`config.mk`:
```
export PLATFORM = sky130hd
export DESIGN_NAME = param_id_header_delta_encoder_core
export DESIGN_NICKNAME = d
export VERILOG_FILES = /design/src/rtl/core/pidh_pkg.sv /design/src/rtl/core/pidh_front.sv /design/src/rtl/core/pidh_queue.sv /design/src/rtl/core/pidh_back.sv /design/src/rtl/core/param_id_header_delta_encoder_core.sv
export SDC_FILE = /design/constraint.sdc
export NUM_CORES = 1
export LEC_CHECK = 0
export BUFFER_PORTS_ARGS = -buffer_cell sky130_fd_sc_hd__buf_2
export CAP_MARGIN = 15
export CELL_PAD_IN_SITES_DETAIL_PLACEMENT = 1
export CELL_PAD_IN_SITES_GLOBAL_PLACEMENT = 1
export CORE_ASPECT_RATIO = 1.1
export CORE_UTILIZATION = 49
export CTS_CLUSTER_SIZE = 24
export DETAILED_ROUTE_END_ITERATION = 12
export HOLD_SLACK_MARGIN = 0.12
export PLACE_DENSITY_LB_ADDON = 0.1
export SLEW_MARGIN = 20
export SYNTH_ARGS = -nofsm -noshare
export SYNTH_HDL_FRONTEND = slang
export SYNTH_HIERARCHICAL = 1
export SYNTH_SLANG_ARGS = --single-unit
```
`constraint.sdc`:
```
create_clock -name clock -period 9.27 [get_ports clock]
set_input_delay 0.927 -clock clock [delete_from_list [all_inputs] [get_ports clock]]
set_output_delay 0.927 -clock clock [all_outputs]
set_load 0.05 [all_outputs]
```
`src/rtl/core/pidh_pkg.sv`:
```
package pidh_pkg;

   // Configuration register map and codes.
   localparam int unsigned CSR_ADDR_W = 2;
   localparam logic [CSR_ADDR_W-1:0] CSR_ADDR_FORMAT = 2'd0;
   localparam logic [1:0] FMT_SHORT_ID = 2'd1;
   localparam logic [1:0] FMT_RESET = 2'd2;

   // Remembered state after reset or restart.
   localparam logic [15:0] NODE_NONE = 16'hFFFF;
   localparam logic [31:0] STAMP_NONE = 32'h0000_0000;

   // Compact unsigned integer prefixes.
   localparam logic [7:0] PACK_U8 = 8'hCC;
   localparam logic [7:0] PACK_U16 = 8'hCD;
   localparam logic [15:0] PACK_FIX_MAX = 16'h007F;
   localparam logic [15:0] PACK_U8_MAX = 16'h00FF;

   // Fixed byte slots of one encoded identifier, in transmit order.
   localparam int unsigned NUM_SLOTS = 11;
   localparam int unsigned SLOT_PFX = 0;
   localparam int unsigned SLOT_HI = 1;
   localparam int unsigned SLOT_LO = 2;
   localparam int unsigned SLOT_OFFS = 3;
   localparam int unsigned SLOT_NODE_HI = 4;
   localparam int unsigned SLOT_NODE_LO = 5;
   localparam int unsigned SLOT_STAMP_3 = 6;
   localparam int unsigned SLOT_STAMP_2 = 7;
   localparam int unsigned SLOT_STAMP_1 = 8;
   localparam int unsigned SLOT_STAMP_0 = 9;
   localparam int unsigned SLOT_EXT = 10;

   // Queue between the front and the back.
   localparam int unsigned QDEPTH = 2;
   localparam int unsigned QPTR_W = $clog2(QDEPTH);
   localparam int unsigned QCNT_W = $clog2(QDEPTH + 1);

   // One classified identifier: which slots are sent and their bytes.
   typedef struct packed {
      logic [NUM_SLOTS-1:0]      mask;
      logic [NUM_SLOTS-1:0][7:0] bytes;
   } desc_type;

   typedef struct packed {
      logic full;
      logic empty;
   } q_stat_type;

endpackage

```
`src/rtl/core/pidh_front.sv`:
```
module pidh_front
   import pidh_pkg::*;
(
   input  logic        clock,
   input  logic        reset,
   input  logic [1:0]  format_version,
   input  logic        accept,
   input  logic [15:0] param_id,
   input  logic [15:0] node_addr,
   input  logic [31:0] stamp,
   input  logic        has_offset,
   input  logic [7:0]  elem_offset,
   input  logic        restart,
   output desc_type    desc
);

   logic [15:0] prev_node_ff, prev_node_in;
   logic [31:0] prev_stamp_ff, prev_stamp_in;
   logic [15:0] base_node;
   logic [31:0] base_stamp;
   logic        short_fmt;
   logic        nflag, tflag, xflag;
   logic [15:0] hdr;
   logic [15:0] value;

   // A restart clears the remembered node and stamp before this transaction.
   assign base_node = restart ? NODE_NONE : prev_node_ff;
   assign base_stamp = restart ? STAMP_NONE : prev_stamp_ff;
   assign short_fmt = (format_version == FMT_SHORT_ID);

   // Delta header flags and the byte-swapped header word.
   assign nflag = (base_node != node_addr);
   assign tflag = (base_stamp != stamp);
   assign xflag = |param_id[15:10];
   assign hdr = {has_offset, nflag, tflag, xflag, 2'b00, param_id[9:0]};

   // The short id keeps five node bits and nine id bits.
   assign value = short_fmt ? {node_addr[4:0], has_offset, 1'b0, param_id[8:0]}
                            : {hdr[7:0], hdr[15:8]};

   // Fill every slot and mark the ones that are sent.
   always_comb begin
      desc = '0;
      desc.bytes[SLOT_PFX] = (value > PACK_U8_MAX) ? PACK_U16 : PACK_U8;
      desc.bytes[SLOT_HI] = value[15:8];
      desc.bytes[SLOT_LO] = value[7:0];
      desc.bytes[SLOT_OFFS] = elem_offset;
      desc.bytes[SLOT_NODE_HI] = node_addr[15:8];
      desc.bytes[SLOT_NODE_LO] = node_addr[7:0];
      desc.bytes[SLOT_STAMP_3] = stamp[31:24];
      desc.bytes[SLOT_STAMP_2] = stamp[23:16];
      desc.bytes[SLOT_STAMP_1] = stamp[15:8];
      desc.bytes[SLOT_STAMP_0] = stamp[7:0];
      desc.bytes[SLOT_EXT] = {param_id[15:10], 2'b00};
      desc.mask[SLOT_PFX] = (value > PACK_FIX_MAX);
      desc.mask[SLOT_HI] = (value > PACK_U8_MAX);
      desc.mask[SLOT_LO] = 1'b1;
      desc.mask[SLOT_OFFS] = has_offset;
      desc.mask[SLOT_NODE_HI] = !short_fmt && nflag;
      desc.mask[SLOT_NODE_LO] = !short_fmt && nflag;
      desc.mask[SLOT_STAMP_3] = !short_fmt && tflag;
      desc.mask[SLOT_STAMP_2] = !short_fmt && tflag;
      desc.mask[SLOT_STAMP_1] = !short_fmt && tflag;
      desc.mask[SLOT_STAMP_0] = !short_fmt && tflag;
      desc.mask[SLOT_EXT] = !short_fmt && xflag;
   end

   // The delta format always leaves the current node and stamp remembered.
   always_comb begin
      prev_node_in = prev_node_ff;
      prev_stamp_in = prev_stamp_ff;
      if (accept) begin
         prev_node_in = short_fmt ? base_node : node_addr;
         prev_stamp_in = short_fmt ? base_stamp : stamp;
      end
   end

   always_ff @(posedge clock) begin
      if (reset) begin
         prev_node_ff <= NODE_NONE;
         prev_stamp_ff <= STAMP_NONE;
      end else begin
         prev_node_ff <= prev_node_in;
         prev_stamp_ff <= prev_stamp_in;
      end
   end

endmodule

```
`src/rtl/core/pidh_queue.sv`:
```
module pidh_queue
   import pidh_pkg::*;
(
   input  logic       clock,
   input  logic       reset,
   input  logic       push,
   input  desc_type   push_data,
   input  logic       pop,
   output desc_type   pop_data,
   output q_stat_type stat
);

   desc_type            mem [QDEPTH];
   logic [QPTR_W-1:0]   wr_ptr_ff, wr_ptr_in;
   logic [QPTR_W-1:0]   rd_ptr_ff, rd_ptr_in;
   logic [QCNT_W-1:0]   count_ff, count_in;
   logic                do_push, do_pop;

   assign stat.full = (count_ff == QCNT_W'(QDEPTH));
   assign stat.empty = (count_ff == '0);
   assign do_push = push && !stat.full;
   assign do_pop = pop && !stat.empty;
   assign pop_data = mem[rd_ptr_ff];

   // Pointer wrap and occupancy.
   always_comb begin
      wr_ptr_in = wr_ptr_ff;
      rd_ptr_in = rd_ptr_ff;
      count_in = count_ff;
      if (do_push) begin
         wr_ptr_in = (wr_ptr_ff == QPTR_W'(QDEPTH - 1)) ? '0 : wr_ptr_ff + 1'b1;
      end
      if (do_pop) begin
         rd_ptr_in = (rd_ptr_ff == QPTR_W'(QDEPTH - 1)) ? '0 : rd_ptr_ff + 1'b1;
      end
      if (do_push && !do_pop) begin
         count_in = count_ff + 1'b1;
      end else if (do_pop && !do_push) begin
         count_in = count_ff - 1'b1;
      end
   end

   always_ff @(posedge clock) begin
      if (reset) begin
         wr_ptr_ff <= '0;
         rd_ptr_ff <= '0;
         count_ff <= '0;
      end else begin
         wr_ptr_ff <= wr_ptr_in;
         rd_ptr_ff <= rd_ptr_in;
         count_ff <= count_in;
      end
   end

   // Storage for the classified transactions.
   always_ff @(posedge clock) begin
      if (do_push) begin
         mem[wr_ptr_ff] <= push_data;
      end
   end

endmodule

```
`src/rtl/core/pidh_back.sv`:
```
module pidh_back
   import pidh_pkg::*;
(
   input  logic       clock,
   input  logic       reset,
   input  desc_type   q_data,
   input  q_stat_type q_stat,
   output logic       q_pop,
   output logic       out_valid,
   output logic [7:0] out_byte,
   output logic       out_last,
   input  logic       out_pop
);

   logic [NUM_SLOTS-1:0]      cur_mask_ff, cur_mask_in;
   logic [NUM_SLOTS-1:0][7:0] cur_bytes_ff, cur_bytes_in;
   logic                      out_valid_ff, out_valid_in;
   logic [7:0]                out_byte_ff, out_byte_in;
   logic                      out_last_ff, out_last_in;
   logic [NUM_SLOTS-1:0]      first_hot, rest_mask;
   logic [7:0]                sel_byte;
   logic                      out_free, emit, load;

   // Next slot to send is the lowest one still marked.
   assign first_hot = cur_mask_ff & (~cur_mask_ff + 1'b1);
   assign rest_mask = cur_mask_ff & ~first_hot;

   always_comb begin
      sel_byte = '0;
      for (int i = 0; i < NUM_SLOTS; i++) begin
         sel_byte = sel_byte | (cur_bytes_ff[i] & {8{first_hot[i]}});
      end
   end

   // One byte moves into the output register whenever one is pending and the register is free or being taken.
   assign out_free = !out_valid_ff || out_pop;
   assign emit = (cur_mask_ff != '0) && out_free;
   assign load = !q_stat.empty && ((cur_mask_ff == '0) || (emit && (rest_mask == '0)));
   assign q_pop = load;

   always_comb begin
      cur_mask_in = cur_mask_ff;
      cur_bytes_in = cur_bytes_ff;
      out_valid_in = out_valid_ff;
      out_byte_in = out_byte_ff;
      out_last_in = out_last_ff;
      if (out_pop) begin
         out_valid_in = 1'b0;
      end
      if (emit) begin
         cur_mask_in = rest_mask;
         out_valid_in = 1'b1;
         out_byte_in = sel_byte;
         out_last_in = (rest_mask == '0);
      end
      if (load) begin
         cur_mask_in = q_data.mask;
         cur_bytes_in = q_data.bytes;
      end
   end

   always_ff @(posedge clock) begin
      if (reset) begin
         cur_mask_ff <= '0;
         out_valid_ff <= 1'b0;
      end else begin
         cur_mask_ff <= cur_mask_in;
         out_valid_ff <= out_valid_in;
      end
   end

   always_ff @(posedge clock) begin
      cur_bytes_ff <= cur_bytes_in;
      out_byte_ff <= out_byte_in;
      out_last_ff <= out_last_in;
   end

   assign out_valid = out_valid_ff;
   assign out_byte = out_byte_ff;
   assign out_last = out_last_ff;

endmodule

```
`src/rtl/core/param_id_header_delta_encoder_core.sv`:
```
// The first byte of a transaction passes through the queue, the serializer's held identifier
// and the output register. Throughput: one byte per cycle while rsp_pop takes them, set by the
// single byte-wide output; an identifier is 1 to 11 bytes, and queued ones follow without a gap.
// A two-entry queue lets the input side run ahead of the byte serializer.
// Reset is synchronous: the queue and serializer empty, the node and stamp memory return to
// "no node" and zero, and the format register returns to the delta header format.
module param_id_header_delta_encoder_core
   import pidh_pkg::*;
(
   input  logic                  clock,
   input  logic                  reset,
   // Input channel.
   input  logic                  req_push,
   output logic                  req_full,
   input  logic [15:0]           req_param_id,
   input  logic [15:0]           req_node_addr,
   input  logic [31:0]           req_stamp,
   input  logic                  req_has_offset,
   input  logic [7:0]            req_elem_offset,
   input  logic                  req_restart,
   // Result channel.
   output logic                  rsp_empty,
   input  logic                  rsp_pop,
   output logic [7:0]            rsp_out_byte,
   output logic                  rsp_last_byte,
   // Configuration port.
   input  logic                  csr_psel,
   input  logic                  csr_penable,
   input  logic                  csr_pwrite,
   input  logic [CSR_ADDR_W-1:0] csr_paddr,
   input  logic [31:0]           csr_pwdata,
   output logic [31:0]           csr_prdata,
   output logic                  csr_pready
);

   logic [1:0]  format_ff, format_in;
   logic        csr_wr;
   logic        req_accept;
   desc_type    front_desc, q_head;
   q_stat_type  q_stat;
   logic        q_pop;
   logic        out_valid;

   // Configuration register.
   assign csr_pready = 1'b1;
   assign csr_wr = csr_psel && csr_penable && csr_pwrite && csr_pready;
   assign format_in = (csr_wr && (csr_paddr == CSR_ADDR_FORMAT)) ? csr_pwdata[1:0] : format_ff;
   assign csr_prdata = (csr_paddr == CSR_ADDR_FORMAT) ? {30'd0, format_ff} : 32'd0;

   always_ff @(posedge clock) begin
      if (reset) begin
         format_ff <= FMT_RESET;
      end else begin
         format_ff <= format_in;
      end
   end

   assign req_full = q_stat.full;
   assign req_accept = req_push && !q_stat.full;

   pidh_front u_front (
      .clock          (clock),
      .reset          (reset),
      .format_version (format_ff),
      .accept         (req_accept),
      .param_id       (req_param_id),
      .node_addr      (req_node_addr),
      .stamp          (req_stamp),
      .has_offset     (req_has_offset),
      .elem_offset    (req_elem_offset),
      .restart        (req_restart),
      .desc           (front_desc)
   );

   pidh_queue u_queue (
      .clock     (clock),
      .reset     (reset),
      .push      (req_accept),
      .push_data (front_desc),
      .pop       (q_pop),
      .pop_data  (q_head),
      .stat      (q_stat)
   );

   pidh_back u_back (
      .clock     (clock),
      .reset     (reset),
      .q_data    (q_head),
      .q_stat    (q_stat),
      .q_pop     (q_pop),
      .out_valid (out_valid),
      .out_byte  (rsp_out_byte),
      .out_last  (rsp_last_byte),
      .out_pop   (rsp_pop)
   );

   assign rsp_empty = !out_valid;

   // A taken byte that is not the last one is followed at once by the next.
   assert property (@(posedge clock) disable iff (reset)
      (!rsp_empty && rsp_pop && !rsp_last_byte) |=> !rsp_empty)
      else $error("result stream stalled inside a transaction");

   // An accepted transaction is held in the queue on the next cycle.
   assert property (@(posedge clock) disable iff (reset)
      req_accept |=> !q_stat.empty)
      else $error("accepted transaction missing from the queue");

   // A write to the format register takes effect on the next cycle.
   assert property (@(posedge clock) disable iff (reset)
      (csr_wr && (csr_paddr == CSR_ADDR_FORMAT)) |=> (format_ff == $past(csr_pwdata[1:0])))
      else $error("format register write lost");

   // The queue never reports full and empty together.
   assert property (@(posedge clock) disable iff (reset)
      !(q_stat.full && q_stat.empty))
      else $error("queue status inconsistent");

endmodule

```
## Yosys cells after proc, flatten, opt, wreduce, memory -nomap -nowiden

Memory sizes are Yosys's and may differ from the RTL's. A register that Yosys moved wholly into a read port is not among the register bits.
Cells that the tools add are included.

| storage, ports and cells | value |
|---|---|
| memories | 1 |
| logic and storage cells | 108 |
| register bits | 163 |
| RAM bits | 178 |
| output and inout port bits | 44 |

| operators by class | value |
|---|---|
| reduce and logical (&&, ||, !) cells | 31 |
| equal/unequal tests | 4 |
| $lt $le $gt $ge | 2 |
| add/sub/neg operators | 5 |
| muxes and demuxes | 19 |
| bitwise operators | 25 |

Memories:

| name | words | bits a word | read ports | clocked after Yosys merged registers in | write ports | RTL line | text |
|---|---|---|---|---|---|---|---|
| u_queue.mem | 2 | 89 | 1 | 1 | 1 | pidh_queue.sv:13 | `desc_type mem [QDEPTH];` |

Operators by type and width:

| kind | number |
|---|---|
| $and 8x8->8 | 11 |
| $or 8x8->8 | 10 |
| $mux 32 | 2 |
| $mux 16 | 3 |
| $ne 32x32->1 | 1 |
| $and 11x11->11 | 2 |
| $logic_not 11->1 | 2 |
| $mux 11 | 2 |
| $not 11->11 | 2 |
| $gt 16x7->1 const B | 1 |
| $gt 16x8->1 const B | 1 |
| $ne 16x16->1 | 1 |
| $logic_and 1x1->1 | 14 |
| $add 11x1->11 const B | 1 |
| $reduce_bool 11->1 | 1 |
| $mux 1 | 9 |
| $logic_not 1->1 | 6 |
| $mux 2 | 3 |
| $reduce_bool 2->1 | 3 |
| $reduce_or 6->1 | 1 |
| $logic_not 2->1 | 2 |
| $add 1x1->1 const B | 2 |
| $add 2x1->2 const B | 1 |
| $eq 2x1->1 const B | 1 |
| other kinds (3) | 4 |

## Depth between registers and ports, before layout

Gate-level depths: netlist of the first run.

| depth | value |
|---|---|
| depth in word-level cells | 14 |
| depth in mapped cells | 11 |

## By module

Netlist of the first run, hierarchy kept.

By module, submodules not included:

| module | cells an instance | instances | area each (um^2) | sequential area each (um^2) |
|---|---|---|---|---|
| pidh_queue | 333 | 1 | 7,389.6 | 6,045.8 |
| pidh_back | 293 | 1 | 4,225.3 | 3,153.0 |
| pidh_front | 478 | 1 | 3,651.0 | 960.9 |
| param_id_header_delta_encoder_core | 47 | 1 | 362.8 | 40.0 |

## Worst setup path before layout of the first run

OpenSTA, ideal clock, no wires.

| timing | value |
|---|---|
| path kind | register to register |
| start point | register u_back.cur_mask_ff[2] |
| end point | register u_queue.count_ff[1] |
| setup slack | 1,932 ps |
| stages on the path, launching flop included | 11 |
| setup time | 70 ps |
| arrival time | 7,268 ps |
| buffers on the path | 1 |
| data required time | 9,200 ps |
| cells stage by stage | dfxtp_1 buf_4 or4_4 or3_1 a32oi_2 a21oi_2 nor2_1 o21ai_0 ha_1 or3_1 a21oi_1 |

| on the way | value |
|---|---|
| word-level cells in the longest chain between the ends | 13 |
| elaborated cells between the ends (all ways) | 18 |
| classes of those cells | add/sub (1); mux (1); bitwise (4); reduce/logical (12) |

RTL lines:

| element | RTL line | text |
|---|---|---|
| start: declaration | pidh_back.sv:15 | `logic [NUM_SLOTS-1:0] cur_mask_ff, cur_mask_in;` |
| start signal: assignment | pidh_back.sv:67 | `cur_mask_ff <= cur_mask_in;` |
| $not 11->11 | pidh_back.sv:25 | `assign first_hot = cur_mask_ff & (~cur_mask_ff + 1'b1);` |
| $add 11x1->11 | pidh_back.sv:25 |  |
| $and 11x11->11 | pidh_back.sv:25 |  |
| $not 11->11 | pidh_back.sv:26 | `assign rest_mask = cur_mask_ff & ~first_hot;` |
| $and 11x11->11 | pidh_back.sv:26 |  |
| $logic_not 11->1 | pidh_back.sv:38 | `assign load = !q_stat.empty && ((cur_mask_ff == '0) \|\| (emit && (rest_mask == '0)));` |
| $logic_and 1x1->1 | pidh_back.sv:38 |  |
| $logic_or 1x1->1 (*) | pidh_back.sv:38 |  |
| $logic_and 1x1->1 (*) | pidh_back.sv:38 |  |
| via q_pop | param_id_header_delta_encoder_core.sv:41 | `logic q_pop;` |
| $logic_and 1x1->1 (*) | pidh_queue.sv:22 | `assign do_pop = pop && !stat.empty;` |
| $logic_not 1->1 | pidh_queue.sv:36 | `if (do_push && !do_pop) begin` |
| $logic_and 1x1->1 | pidh_queue.sv:36 |  |
| $mux 2 or $reduce_bool 2->1 (tied branches) | - |  |
| end signal: assignment | pidh_queue.sv:51 | `count_ff <= count_in;` |
| end: declaration | pidh_queue.sv:16 | `logic [QCNT_W-1:0] count_ff, count_in;` |

The timed path passes the listed nets; every way through them passes the cells marked *.
A chain may end at the register's enable or synchronous reset.

## Final worst setup path of the first run

| timing | value |
|---|---|
| start point | register u_back.cur_mask_ff[0] |
| end point | register u_queue.count_ff[1] |

The elaborated chain is that of the path after synthesis.

==> results.py, run 1 <==
metrics = {
    "drt": {
        "drt-pass1-iter-count": 5,
        "drt_wl_total_um": 33900,
        "drt_iter0_drc": 464,
        "wire_per_inst_um": 20.7,
        "num_vias": 8989,
        "avgViaCountPerCell": 5.50,
        "drc": 0,
        "ant_nets": 0,
    },
    "synth": {
        "synth.avg_cell_area_sq_um": 13.6,
        "yosysTopAreaCellShare": 0.567,
        "async_flop_share": 0,
        "synthFlopType": "edfxtp_1",
        "ys_warn_count": 6,
        "synth.most_common_cell": "edfxtp_1",
        "syn-cell-area_sq_um": 15600,
        "synthTopCellsByArea": "edfxtp_1, dfxtp_1, mux2_2, buf_4, a22oi_1",
        "ys_ff_latch": 362,
        "synth.distinct_cells": 69,
        "ys_seq_area_frac": 0.653,
        "netlist_instances": 1151,
        "synth_commonest_cells": "edfxtp_1, buf_4, mux2_2, nor2_1, nand2_1",
        "synth_largest_area_cell": "edfxtp_1",
        "synth-edff-count": 295,
    },
    "placed_design": {
        "gp_congestion": 0.779,
        "dp_hpwl_um": 21700,
        "dpl_worst_slack_ns": 5.11,
        "numPortBuffers": 97,
    },
    "setup_path": {
        "worstSetupStartpointType": "flop",
        "reg2reg_depth": 11,
        "critPathMaxFanout": 29,
        "reg2reg_slack_ns": 5.08,
        "end_kind": "flop",
        "critical_path_required_ns": 9.72,
        "cp-endpoint": "u_queue/count_ff[1]",
        "crit_path_start": "u_back/cur_mask_ff[0]",
        "critPathArrivalTime_ns": 4.64,
        "crit-reg2reg-launch": "u_back/cur_mask_ff[0]",
        "worstReg2RegEnd": "u_queue/count_ff[1]",
        "critPathKind": "reg -> reg",
    },
    "cts": {
        "post_cts_resized": 0,
        "insertion_delay_ns": 0.53,
        "cts_setup_buffers": 0,
        "numCtsBuffers": 40,
        "ctsHoldBuffers": 0,
        "htreeDepth": 2,
        "ctsLongestPathBuffers": 3,
        "cts.clk_slew.worst_paths_ns": 0.06,
        "cts_tree": "built",
        "cts_sinks": 362,
        "root_buffer": "clkbuf_16",
    },
    "min_path": {
        "hold_class": "reg -> reg",
    },
    "global_routing": {
        "grt_usage": 0.215,
        "grt_pass1_vias": 9248,
        "antenna_found_initial": 4,
        "grt_overflow": 0,
        "grt_first_pass_wirelength_um": 52800,
        "grt_max_degree": 62,
    },
    "power_and_ir_drop": {
        "p_leak_nw": 5.85,
        "power_density_nw_per_um2": 316,
        "power_mw": 5.40,
        "max-vdd-ir-drop_mv": 0.147,
    },
    "floorplan": {
        "die_w_um": 172,
        "core-area_sq_um": 31400,
        "rows": 68,
        "die_y_um": 189,
        "io_pins": 159,
        "start_util": 0.498,
        "dieArea_sq_um": 32600,
    },
    "final_layout": {
        "areaGrowthSynthToFinish_pct": 9.33,
        "nNetsFinal": 1296,
        "final_util": 0.544,
        "drive_above_1_share": 0.237,
    },
    "timing": {
        "slew_headroom": 0.336,
        "min_period_over_period": 0.452,
        "timing_worst_slew_pin_value_ns": 0.992,
        "timing.fmax_mhz": 238,
        "finalClockSkew_ns": 0.0158,
        "period_needed_ns": 4.19,
        "final.setup.tns_ns": 0,
        "setup_viol": 0,
        "slew_violations": 0,
        "final.setup.worst_slack_ns": 5.08,
        "hold_viol": 0,
        "rsz0062_at_grt": "no",
        "timing.hold.ws_ns": 0.499,
    },
    "run_status": {
        "run_status": "finished clean",
    },
    "flow_run": {
        "cap_violations": 0,
    },
}
metrics by stage:
step	cell area, sq um	cells
floorplan	15800	1188
global route	17100	1632
CTS	17100	1630
global placement	15800	1558
detailed placement	15800	1558
finish	17100	1633
per-layer routing:
| layer | track usage | share of wire |
|---|---|---|
| met1 | 0.301 | 0.46 |
| met2 | 0.346 | 0.48 |
| met3 | 0.0307 | 0.040 |
| met4 | 0.0657 | 0.020 |
| met5 | 0 | 0.00030 |
critical path: stages, from the launching register on:
cell and delay (ns):
dfxtp_1 0.29, buf_4 0.22, nor4_1 0.80, o21ai_0 0.24, a32oi_2 0.31, a21oi_2 0.22
nor2_4 0.73, o21ai_0 0.34, ha_1 0.30, xor2_1 0.16, or3_1 0.32, a21oi_1 0.16
state kept, by name (all words and copies together), names as in the netlist, 2 cells and up, named ones only:
signal	cells
u_queue/mem	198
u_front/prev_stamp_ff	32
u_front/prev_node_ff	16
format_ff	2
u_back/cur_mask_ff	11
u_back/out_byte	8
u_back/cur_bytes_ff	88
u_queue/count_ff	2
kinds of logic (layout without fill, tap and decap cells):
group	after synthesis	count (layout)	synth area share
multiplexers	101	101	0.0750
flip-flops	362	362	0.653
other	4	44	0.000960
buffers and inverters	171	193	0.0726
XOR/XNOR	23	23	0.0129
AO/OA/AOI/OAI	214	214	0.0941
adder cells (fa/ha/maj)	2	2	0.00144
AND/OR/NAND/NOR	274	274	0.0903
worst min-delay path by stage:
stage,startpoint,end,slack [ns],depth (start not counted)
after floorplan,u_queue/wr_ptr_ff,u_queue/wr_ptr_ff,0.45,2
after global routing,u_front/prev_node_ff[0],u_front/prev_node_ff[0],0.52,2
after CTS,u_front/prev_node_ff[6],u_front/prev_node_ff[6],0.51,2
after detailed placement,u_front/prev_node_ff[6],u_front/prev_node_ff[6],0.49,2
final,u_front/prev_node_ff[4],u_front/prev_node_ff[4],0.50,2
after global placement,u_queue/wr_ptr_ff,u_queue/wr_ptr_ff,0.47,2
placed cells by master (no fill, tap or decap), drive strengths merged, types with 13 or more instances in the layout:
| cell | instances |
|---|---|
| nand2 | 77 |
| clkbuf | 58 |
| conb | 41 |
| nor2 | 81 |
| dfxtp | 67 |
| buf | 108 |
| inv | 14 |
| nand2b | 21 |
| a22oi | 56 |
| o22ai | 22 |
| a21oi | 13 |
| nor3 | 17 |
| o21ai | 50 |
| edfxtp | 295 |
| a31oi | 17 |
| mux2 | 99 |
power breakdown:
part           switching, mW  internal [mW]
Sequential             0.199           2.35
Clock                  0.610          0.925
Combinational          0.879          0.439
layout make-up:
class | instances | area [sq um]
Antenna cell | 3 | 7.51
Timing Repair Buffer | 108 | 568
Tap cell | 420 | 526
Clock inverter | 14 | 158
Multi-Input combinational cell | 655 | 4450
Sequential cell | 362 | 10200
Inverter | 13 | 51.3
Fill cell | 3125 | 14300
Clock buffer | 58 | 1120
Power figures use the tool's default switching activity.
==> inputs of run 2 (changes only) <==
==> constraint.sdc (replaced) <==
create_clock -name clock -period 3.9 [get_ports clock]
set_input_delay 0.39 -clock clock [delete_from_list [all_inputs] [get_ports clock]]
set_output_delay 0.39 -clock clock [all_outputs]
set_load 0.05 [all_outputs]
==> results.py, run 2 (synthesized netlist as in run 1, its figures left out) <==
metrics = {
    "final_layout": {
        "nNetsFinal": 1332,
        "areaGrowthSynthToFinish_pct": 11.9,
        "largest_registers": "u_queue/mem: 198 flops, u_back/cur_bytes_ff: 88 flops, u_front/prev_stamp_ff: 32 flops",
        "layout_commonest_cell": "edfxtp_1",
        "mostFrequentLayoutCells": "edfxtp_1, buf_2, mux2_2",
        "drive_above_1_share": 0.233,
        "largest_reg_flops": 198,
        "largest-register": "u_queue/mem",
    },
    "power_and_ir_drop": {
        "p_leak_nw": 6.01,
        "power_density_nw_per_um2": 737,
        "max-vdd-ir-drop_mv": 0.476,
        "power_mw": 12.9,
    },
    "setup_path": {
        "critPathArrivalTime_ns": 3.67,
        "path_delay_family": "simple AND/OR/NAND/NOR gates",
        "critPathKind": "reg -> reg",
        "path_buf_inv": 0,
        "worstSetupStartpointType": "flop",
        "max_stage_delay_ns": 0.72,
        "crit_cells": 9,
        "critical_path_required_ns": 4.35,
        "reg2reg_depth": 9,
        "slowest_stage": "nor4_1",
        "path_cells": "nor4_1 > o21ai_0 > a32oi_2 > a21oi_4 > nor2_4 > o21ai_0 > ha_2 > or3_1 > a21oi_1",
        "end_kind": "flop",
        "timing.critical_path.mode_cell": "o21ai_0",
        "critPathMaxFanout": 15,
    },
    "timing": {
        "final.setup.tns_ns": 0,
        "slew_violations": 0,
        "timing_worst_slew_pin_value_ns": 0.931,
        "hold_viol": 0,
        "period_needed_ns": 3.22,
        "setup_viol": 0,
        "finalClockSkew_ns": 0.0148,
        "timing.hold.ws_ns": 0.141,
        "min_period_over_period": 0.826,
        "timing.fmax_mhz": 310,
        "slew_headroom": 0.377,
        "rsz0062_at_grt": "no",
    },
    "floorplan": {
        "die_w_um": 172,
        "dieArea_sq_um": 32600,
        "start_util": 0.498,
        "die_y_um": 189,
        "core-area_sq_um": 31400,
        "rows": 68,
        "io_pins": 159,
    },
    "placed_design": {
        "numPortBuffers": 97,
        "dp_hpwl_um": 22100,
        "gp_congestion": 0.790,
    },
    "global_routing": {
        "grt_usage": 0.217,
        "antenna_found_initial": 2,
        "grt_max_degree": 89,
        "grt_pass1_vias": 9229,
        "grt_overflow": 0,
        "grt_first_pass_wirelength_um": 53100,
    },
    "flow_run": {
        "cap_violations": 0,
    },
    "min_path": {
        "whs_path_depth": 1,
        "hold_class": "in -> reg",
    },
    "drt": {
        "drt-pass1-iter-count": 5,
        "num_vias": 9094,
        "drc": 0,
        "drt_wl_total_um": 34200,
        "ant_nets": 0,
        "avgViaCountPerCell": 5.46,
        "wire_per_inst_um": 20.6,
        "drt_iter0_drc": 520,
    },
    "cts": {
        "insertion_delay_ns": 0.53,
        "numCtsBuffers": 38,
        "cts_sinks": 362,
        "ctsLongestPathBuffers": 3,
        "cts_tree": "built",
        "cts.clk_slew.worst_paths_ns": 0.06,
        "htreeDepth": 2,
        "cts_setup_buffers": 0,
        "root_buffer": "clkbuf_16",
    },
    "run_status": {
        "run_status": "finished clean",
    },
}
run 2: cell types whose count changed in the layout (fill, tap and decap cells not counted), moves of 2 or more:
cell,change
clkinv_2,+2
dlygate4sd3_1,+35
diode_2,-2
clkinvlp_4,+3
clkbuf_1,-9
buf_12,+4
clkbuf_8,-3
clkinv_4,-2
inv_6,-2
clkinv_1,+7
run 2: timing repair:
| item | in CTS | in global routing |
|---|---|---|
| hold endpoints to repair | 68 | 0 |
| resized for setup | 0 | 0 |
| endpoints found under the setup margin | 0 | 0 |
| hold buffers | 35 | 0 |
run 2: worst paths after layout:
path	endpoint	startpoint	slack, ns
worst max-delay path	u_queue/count_ff[1]	u_back/cur_mask_ff[6]	0.68
worst min-delay path	u_queue/mem[0][76]	req_stamp[4]	0.14
worst max register to register	u_queue/count_ff[1]	u_back/cur_mask_ff[6]	0.68
worst min register to register	u_front/prev_node_ff[8]	u_front/prev_node_ff[8]	0.51
run 2: layout make-up:
type                    count  area (sq um)
fillers                  3054         13900
flip-flops and latches    362         10200
multi-input cells         655          4460
clock buffers              46          1040
repair buffers            146           991
well taps                 420           526
clock inverters            23           211
inverters                  13          51.3
diodes                      1          2.50
run 2: where the power goes:
| group | switching [mW] | internal (mW) | total [mW] |
|---|---|---|---|
| clock | 1.44 | 2.17 | 3.61 |
| combinational | 2.09 | 1.13 | 3.22 |
| sequential | 0.482 | 5.57 | 6.05 |
| total | 4.02 | 8.87 | 12.9 |
run 2: through the flow:
stage           util  cells  area (sq um)  worst slack [ns]
6_report       0.557   1666         17500             0.677
3_3_place_gp   0.506   1561         15900             0.815
3_5_place_dp   0.506   1561         15900             0.732
2_1_floorplan      -   1188         15800            -0.478
4_1_cts        0.557   1665         17500             0.705
5_1_grt        0.557   1666         17500             0.359
run 2: metal layers:
layer	track usage	up-vias	wire (um)
li1	-	4297	-
met1	0.309	4559	15800
met2	0.344	186	16400
met3	0.0332	50	1290
met4	0.0660	2	753
met5	0	-	13
